--- src/rtl/sha1_pkg.sv ---
// SHA-1 package: constants, front-to-back queue entry type, round helpers.
// Used by all sha1 modules; depends on nothing.
package sha1_pkg;
    localparam int QUEUE_DEPTH = 4;

    localparam logic [31:0] H0 = 32'h67452301;
    localparam logic [31:0] H1 = 32'hEFCDAB89;
    localparam logic [31:0] H2 = 32'h98BADCFE;
    localparam logic [31:0] H3 = 32'h10325476;
    localparam logic [31:0] H4 = 32'hC3D2E1F0;
    localparam logic [7:0] PAD_BYTE = 8'h80;

    // classified command passed from front to back
    typedef struct packed {
        logic [7:0] data;
        logic       has;
        logic       eom;
    } sha1_cmd_t;

    function automatic logic [31:0] round_k(input logic [6:0] r);
        logic [31:0] k;
        begin
            if (r < 7'd20)
                k = 32'h5A827999;
            else if (r < 7'd40)
                k = 32'h6ED9EBA1;
            else if (r < 7'd60)
                k = 32'h8F1BBCDC;
            else
                k = 32'hCA62C1D6;
            return k;
        end
    endfunction

    function automatic logic [31:0] round_f(input logic [6:0] r, input logic [31:0] b,
                                            input logic [31:0] c, input logic [31:0] d);
        logic [31:0] f;
        begin
            if (r < 7'd20)
                f = (b & c) | (~b & d);
            else if (r < 7'd40 || r >= 7'd60)
                f = b ^ c ^ d;
            else
                f = (b & c) | (b & d) | (c & d);
            return f;
        end
    endfunction
endpackage

--- src/rtl/sha1_message_digest.sv ---
// SHA-1 digest top level: front command queue plus back compression engine.
// Depends on sha1_pkg, sha1_front, sha1_back.
//
// channel | dir | tdata                         | tuser / tlast
// s_axis  | in  | [7:0] data_byte               | tuser: has_byte, tlast: end_of_message
// m_axis  | out | [31:0] digest_word            | tuser: word_index, tlast: last_word
//
// Each byte is packed into the current block; every 64th byte starts its compression.
// End of message pads byte per cycle, compresses once or twice, then gives 5 beats.
// Reset loads the initial chaining values and clears bit count and block position.
// The four-entry input queue keeps accepting until full while the engine compresses
// or output stalls.
module sha1_message_digest (
    input  logic        clk,
    input  logic        rst_n,
    input  logic        s_axis_tvalid,
    output logic        s_axis_tready,
    input  logic [7:0]  s_axis_tdata,  // data_byte
    input  logic        s_axis_tuser,  // has_byte
    input  logic        s_axis_tlast,  // end_of_message
    output logic        m_axis_tvalid,
    input  logic        m_axis_tready,
    output logic [31:0] m_axis_tdata,  // digest_word
    output logic [2:0]  m_axis_tuser,  // word_index
    output logic        m_axis_tlast   // last_word
);
    import sha1_pkg::*;

    sha1_cmd_t in_cmd, q_cmd;
    logic      q_valid, q_ready;

    assign in_cmd = '{data: s_axis_tdata, has: s_axis_tuser, eom: s_axis_tlast};

    sha1_front u_front (
        .clk(clk), .rst_n(rst_n),
        .in_valid(s_axis_tvalid), .in_ready(s_axis_tready), .in_cmd(in_cmd),
        .q_valid(q_valid), .q_ready(q_ready), .q_cmd(q_cmd)
    );

    sha1_back u_back (
        .clk(clk), .rst_n(rst_n),
        .q_valid(q_valid), .q_ready(q_ready), .q_cmd(q_cmd),
        .out_valid(m_axis_tvalid), .out_ready(m_axis_tready),
        .out_word(m_axis_tdata), .out_index(m_axis_tuser), .out_last(m_axis_tlast)
    );
endmodule

--- src/rtl/sha1_front.sv ---
// Front part: accepts input beats and queues them as commands.
// Depends on sha1_pkg.
module sha1_front (
    input  logic               clk,
    input  logic               rst_n,
    input  logic               in_valid,
    output logic               in_ready,
    input  sha1_pkg::sha1_cmd_t in_cmd,
    output logic               q_valid,
    input  logic               q_ready,
    output sha1_pkg::sha1_cmd_t q_cmd
);
    import sha1_pkg::*;
    localparam int AW = $clog2(QUEUE_DEPTH);

    sha1_cmd_t         mem_reg [QUEUE_DEPTH];
    logic [AW-1:0]     wr_reg, wr_next, rd_reg, rd_next;
    logic [AW:0]       cnt_reg, cnt_next;
    logic              push, pop;

    assign in_ready = (cnt_reg != QUEUE_DEPTH[AW:0]);
    assign q_valid  = (cnt_reg != '0);
    assign q_cmd    = mem_reg[rd_reg];
    assign push     = in_valid && in_ready;
    assign pop      = q_valid && q_ready;

    always_comb
    begin
        wr_next  = push ? wr_reg + 1'b1 : wr_reg;
        rd_next  = pop ? rd_reg + 1'b1 : rd_reg;
        cnt_next = cnt_reg + {{AW{1'b0}}, push} - {{AW{1'b0}}, pop};
    end

    always_ff @(posedge clk or negedge rst_n)
    begin
        if (!rst_n)
        begin
            wr_reg  <= '0;
            rd_reg  <= '0;
            cnt_reg <= '0;
        end
        else
        begin
            wr_reg  <= wr_next;
            rd_reg  <= rd_next;
            cnt_reg <= cnt_next;
        end
    end

    always_ff @(posedge clk)
    begin
        if (push)
            mem_reg[wr_reg] <= in_cmd;
    end
endmodule

--- src/rtl/sha1_back.sv ---
// Back part: byte packing, padding, 80-round compression, digest output.
// Depends on sha1_pkg.
module sha1_back (
    input  logic               clk,
    input  logic               rst_n,
    input  logic               q_valid,
    output logic               q_ready,
    input  sha1_pkg::sha1_cmd_t q_cmd,
    output logic               out_valid,
    input  logic               out_ready,
    output logic [31:0]        out_word,
    output logic [2:0]         out_index,
    output logic               out_last
);
    import sha1_pkg::*;

    localparam logic [2:0] S_IDLE = 3'd0;
    localparam logic [2:0] S_PAD  = 3'd1; // emitting pad / length bytes
    localparam logic [2:0] S_COMP = 3'd2;
    localparam logic [2:0] S_ADD  = 3'd3;
    localparam logic [2:0] S_OUT  = 3'd4;

    logic [2:0]  st_reg, st_next;
    logic [31:0] w_reg [16];
    logic [31:0] h_reg [5];
    logic [31:0] a_reg, b_reg, c_reg, d_reg, e_reg;
    logic [63:0] bits_reg;
    logic [63:0] len_reg;
    logic [5:0]  pos_reg;
    logic [6:0]  rnd_reg;
    logic        pad_reg;     // padding in progress
    logic        first_reg;   // 0x80 not yet written
    logic        len_ok_reg;  // length field goes at the end of this block
    logic [2:0]  oi_reg;

    logic        put;
    logic [7:0]  put_byte;
    logic [3:0]  widx;
    logic [4:0]  sh;
    logic [31:0] wnew, wcur, t;
    logic [3:0]  ri;

    assign q_ready   = (st_reg == S_IDLE);
    assign out_valid = (st_reg == S_OUT);
    assign out_word  = h_reg[oi_reg];
    assign out_index = oi_reg;
    assign out_last  = (oi_reg == 3'd4);

    // byte selected for the current put
    always_comb
    begin
        put      = 1'b0;
        put_byte = q_cmd.data;
        if (st_reg == S_IDLE && q_valid && q_cmd.has)
            put = 1'b1;
        if (st_reg == S_PAD)
        begin
            put = 1'b1;
            if (first_reg)
                put_byte = PAD_BYTE;
            else if (len_ok_reg && pos_reg >= 6'd56)
                put_byte = len_reg[8'd63 - {2'b0, pos_reg[2:0], 3'b0} -: 8];
            else
                put_byte = 8'h00;
        end
        widx = pos_reg[5:2];
        sh   = 5'd24 - {pos_reg[1:0], 3'b0};
    end

    assign ri   = rnd_reg[3:0];
    assign wnew = {w_reg[ri + 4'd13] ^ w_reg[ri + 4'd8] ^ w_reg[ri + 4'd2] ^ w_reg[ri]};
    assign wcur = (rnd_reg >= 7'd16) ? {wnew[30:0], wnew[31]} : w_reg[ri];
    assign t    = {a_reg[26:0], a_reg[31:27]} + round_f(rnd_reg, b_reg, c_reg, d_reg)
                  + e_reg + wcur + round_k(rnd_reg);

    always_comb
    begin
        st_next = st_reg;
        unique case (st_reg)
            S_IDLE:
                if (q_valid)
                begin
                    if (q_cmd.has && pos_reg == 6'd63)
                        st_next = S_COMP;
                    else if (q_cmd.eom)
                        st_next = S_PAD;
                end
            S_PAD:
                if (pos_reg == 6'd63)
                    st_next = S_COMP;
            S_COMP:
                if (rnd_reg == 7'd79)
                    st_next = S_ADD;
            S_ADD:
                if (pad_reg)
                    st_next = (len_reg == 64'd1) ? S_OUT : S_PAD;
                else
                    st_next = S_IDLE;
            S_OUT:
                if (out_ready && oi_reg == 3'd4)
                    st_next = S_IDLE;
            default:
                st_next = S_IDLE;
        endcase
    end

    always_ff @(posedge clk or negedge rst_n)
    begin
        if (!rst_n)
        begin
            st_reg     <= S_IDLE;
            h_reg[0]   <= H0;
            h_reg[1]   <= H1;
            h_reg[2]   <= H2;
            h_reg[3]   <= H3;
            h_reg[4]   <= H4;
            bits_reg   <= '0;
            pos_reg    <= '0;
            rnd_reg    <= '0;
            pad_reg    <= 1'b0;
            first_reg  <= 1'b0;
            len_ok_reg <= 1'b0;
            oi_reg     <= '0;
            len_reg    <= '0;
        end
        else
        begin
            st_reg <= st_next;
            if (put)
                pos_reg <= pos_reg + 6'd1;
            if (st_reg == S_IDLE && q_valid)
            begin
                if (q_cmd.has)
                    bits_reg <= bits_reg + 64'd8;
                if (q_cmd.eom)
                begin
                    pad_reg    <= 1'b1;
                    first_reg  <= 1'b1;
                    len_ok_reg <= 1'b0;
                    len_reg    <= bits_reg + (q_cmd.has ? 64'd8 : 64'd0);
                end
            end
            if (st_reg == S_PAD)
            begin
                first_reg <= 1'b0;
                // 0x80 below byte 56 leaves room for the length in this block
                if (first_reg && pos_reg < 6'd56)
                    len_ok_reg <= 1'b1;
            end
            if (st_reg == S_COMP)
                rnd_reg <= rnd_reg + 7'd1;
            if (st_reg == S_ADD)
            begin
                rnd_reg  <= '0;
                h_reg[0] <= h_reg[0] + a_reg;
                h_reg[1] <= h_reg[1] + b_reg;
                h_reg[2] <= h_reg[2] + c_reg;
                h_reg[3] <= h_reg[3] + d_reg;
                h_reg[4] <= h_reg[4] + e_reg;
                if (pad_reg)
                    len_ok_reg <= 1'b1;
            end
            // length bytes written: mark block as final by len sentinel
            if (st_reg == S_PAD && pos_reg == 6'd63 && len_ok_reg)
                len_reg <= 64'd1;
            if (st_reg == S_OUT && out_ready)
            begin
                if (oi_reg == 3'd4)
                begin
                    oi_reg    <= '0;
                    pad_reg   <= 1'b0;
                    bits_reg  <= '0;
                    pos_reg   <= '0;
                    h_reg[0]  <= H0;
                    h_reg[1]  <= H1;
                    h_reg[2]  <= H2;
                    h_reg[3]  <= H3;
                    h_reg[4]  <= H4;
                end
                else
                    oi_reg <= oi_reg + 3'd1;
            end
        end
    end

    always_ff @(posedge clk)
    begin
        if (put)
            w_reg[widx] <= (w_reg[widx] & ~(32'hFF << sh)) | ({24'd0, put_byte} << sh);
        if (st_reg == S_COMP)
        begin
            if (rnd_reg >= 7'd16)
                w_reg[ri] <= wcur;
            a_reg <= t;
            b_reg <= a_reg;
            c_reg <= {b_reg[1:0], b_reg[31:2]};
            d_reg <= c_reg;
            e_reg <= d_reg;
        end
        else
        begin
            a_reg <= h_reg[0];
            b_reg <= h_reg[1];
            c_reg <= h_reg[2];
            d_reg <= h_reg[3];
            e_reg <= h_reg[4];
        end
    end
endmodule

--- config.mk ---
export PLATFORM = sky130hd
export DESIGN_NAME = sha1_message_digest
export DESIGN_NICKNAME = d
export VERILOG_FILES = /design/src/rtl/sha1_pkg.sv /design/src/rtl/sha1_message_digest.sv /design/src/rtl/sha1_front.sv /design/src/rtl/sha1_back.sv
export SDC_FILE = /design/constraint.sdc
export NUM_CORES = 2
export LEC_CHECK = 0
export BUFFER_PORTS_ARGS = -buffer_cell sky130_fd_sc_hd__buf_2
export CAP_MARGIN = 20
export CORE_MARGIN = 1
export CORE_UTILIZATION = 50
export DETAILED_ROUTE_END_ITERATION = 12
export PLACE_DENSITY = 0.66
export SETUP_SLACK_MARGIN = 0.1
export SLEW_MARGIN = 20
export SYNTH_ARGS = -nofsm -noshare
export SYNTH_HDL_FRONTEND = slang
export SYNTH_SLANG_ARGS = --single-unit
--- constraint.sdc ---
create_clock -name clk -period 9.5 [get_ports clk]
set_clock_uncertainty 0.2 [all_clocks]
set_input_delay 0 -clock clk [delete_from_list [all_inputs] [get_ports clk]]
set_output_delay 0 -clock clk [all_outputs]
set_load 0.02 [all_outputs]
==> impl_results.md <==
* Area growth syn-to-layout at 9.45%
* Clock latency at the later pin of the worst-skew pair at 770 ps
* Hold depth at 5
* Layout cells sized above 1 at 0.198
* First-pass GRT wire length at 305000 um
* Total wire length at 202000 um
* CP max stage delay at 870 ps
* Relative slew margins at 0.203
* EDFF count, synth at 552
* Die ar. at 0.139 sq mm
* Min-delay src: m_axis_tready
* Cells after Synth at 5824
* Req. time, crit path at 9930 ps
* Critical path class: flip-flop to flip-flop
* Crit. End Element: flip-flop
* Vias in the first global route at 48900
* Starting Density at 0.505
* Status: finished, final reports clean
* Ys Warns at 0
* Synth Cell Area at 0.0686 sq mm
* Global Route Usage Sum at 0.292
* Port Buffers at 51
* Max Freq at 0.120 GHz
* Antenna violations before repair at 2
* Arr. time, crit path at 8790 ps
* Grt ovf at 0
* Most common cell after layout, fill and taps aside: nand2_1
* Die Height at 372 um
* Seq/Total Area, Yosys at 0.404
* DR pass1 iterations at 6
* Hold Vio Cnt, Final at 0
* # setup viols final at 0
* Worst Hold End: u_back.out_index[1]
* Antenna viol nets, final at 0
* WL/cell at 26.4 um
* Final nets at 6153
* Area leader, netlist: edfxtp_1
* Fillers at 11300
* Crit path launch type: flip-flop
* Largest net degree at the start of global routing at 167
* DP Area at 0.0709 sq mm
* Num CTS Buffers at 114
* CTS max path bufs at 3
* Async set or reset register ratio after synthesis at 0.305
* Cell Rows at 135
* Max-cap violation count at 0
* CP max-delay cell: o311ai_1
* Ports at 52
* First DRT Iteration DRCs at 5745
* Worst reg-to-reg path cell count at 24
* Netlist cell types at 99
* Flops & latches, synth at 1025
* Clock sinks at 1025
* Root Buffer: clkbuf_16
* Die Width at 372 um
* Mean Syn Cell Area at 11.8 sq um
* Largest register FFs at 512
* Synth area leaders: edfxtp_1 24%, mux4_2 21%, dfrtp_1 8.5%
* Syn Nets at 6201
* Critical path, cell by cell: buf_4 -> buf_4 -> mux4_2 -> mux4_2 -> xnor2_1 -> xnor2_1 -> mux2i_1 -> fa_1 -> fa_1 -> inv_1 -> fa_1 -> inv_1 -> ha_1 -> a21o_1 -> a21oi_1 -> o21ai_0 -> o211a_1 -> a21oi_1 -> buf_4 -> o311ai_1 -> a41oi_1 -> o21bai_1 -> xor2_1 -> mux2_2
* Reg2reg setup slack at 1130 ps
* Unrepaired setup endpoints after global routing: false
* Most frequent cells in the layout: 744 x nand2_1, 635 x mux4_2, 552 x edfxtp_1
* CTS tree: yes
* Worst slew pin tran at 1200 ps
* DR DRC count at 0
* Max Fanout on Critical Path at 49
* Setup TNS Final at 0 ps
* CORE AREA at 0.136 sq mm
* Slew Viols, Final at 0
* Final instance area at 0.0751 sq mm
* Worst Path Buf+Inv at 5
* Vias/cell at 6.57
* Total number of vias at 50300
* Worst-path clk slew at 60 ps
* Delay-heaviest family, CP: compound AO/OA/AOI/OAI gates
* Hpwl dp at 133000 um
* Most used DFF post-synth: edfxtp_1
* Hold Path Class: input port to flip-flop
* Htree depth at 3
* R2r startpoint: u_back.rnd_reg[1]
* Placer Congestion at 0.943
* Final cycle utilization of the critical path at 0.881
* Post-synth top area share at 0.242
* Reg-to-reg endpoint: u_back.a_reg[30]
* Tmin final at 8370 ps
tightest hold or removal path: cells and delay by family:
| kind | cells | cell delay, ps |
|---|---|---|
| buf+inv | 2 | 640 |
| simple gates | 2 | 270 |
| compound gates | 1 | 70 |
metrics by stage:
stage	hold WS (ps)	worst slack, ps	utilization	instances
after floorplan	-496	1320	-	5824
after global placement	-169	1340	0.522	7412
after detailed placement	-172	1140	0.522	7413
after CTS	50.4	1090	0.553	7652
after global routing	112	624	0.553	7654
final	79.0	1130	0.553	7656
what timing repair did:
item / 4_1_cts / 5_1_grt
resized for setup: 0 / 0
buffers inserted: 0 / 0
hold endpoints to repair: 285 / 0
hold buffers: 26 / 0
kinds of logic (layout without fill, tap and decap cells):
group,Yosys count,count (layout),synth area share
AND/OR/NAND/NOR,1568,1568,0.102
AO/OA/AOI/OAI,1051,1051,0.0957
flip-flops,1025,1025,0.404
multiplexers,810,810,0.234
buffers and inverters,629,678,0.0360
XOR/XNOR,377,377,0.0481
adder cells (fa/ha/maj),364,364,0.0800
other,0,2,0
worst max path at each step:
stage / start / endpoint / slack [ps] / depth (start not counted)
after floorplan: u_back.rnd_reg[1] / u_back.a_reg[31] / 1320 / 33
after detailed placement: u_back.rnd_reg[1] / u_back.a_reg[30] / 1140 / 24
after global routing: u_back.rnd_reg[1] / u_back.a_reg[30] / 620 / 24
final: u_back.rnd_reg[1] / u_back.a_reg[30] / 1130 / 24
after CTS: u_back.rnd_reg[1] / u_back.a_reg[30] / 1090 / 24
after global placement: u_back.rnd_reg[1] / u_back.a_reg[30] / 1340 / 24
cell usage after synthesis, drive strengths merged (40+ instances only):
cell and instances:
inv 276, nand2b 50, dfstp 80, dfxtp 160
o211ai 63, nor2b 40, dfrtp 233, nor3 57
a31oi 47, fa 125, o21ai 307, nand4 41
a21oi 272, xor2 127, nand2 748, clkbuf 220
nor2 336, mux4 635, mux2i 157, a21o 85
edfxtp 552, nand3 136, ha 238, xnor2 250
o22ai 65, buf 132
per-layer routing:
layer / vias up / part of all wire / GRT usage
met4: 2 / 0.042 / 0.118
met3: 473 / 0.094 / 0.0549
li1: 21800 / - / -
met5: - / 0.000094 / 0
met1: 25400 / 0.40 / 0.402
met2: 2657 / 0.47 / 0.456
cell type report:
class                           count  area [sq um]  share of cell area
Inverter                          277          1040              0.0139
Tap cell                         1781          2230              0.0297
Multi-Input combinational cell   4170         38700               0.515
Clock buffer                      158          3270              0.0436
Antenna cell                        2          5.00           0.0000667
Clock inverter                     55           627             0.00835
Timing Repair Buffer              188          1480              0.0197
Sequential cell                  1025         27700               0.369
Power is left out: the tool's default activity adds up to more than one toggle a clock period on the data nets, which glitch-free logic cannot reach.
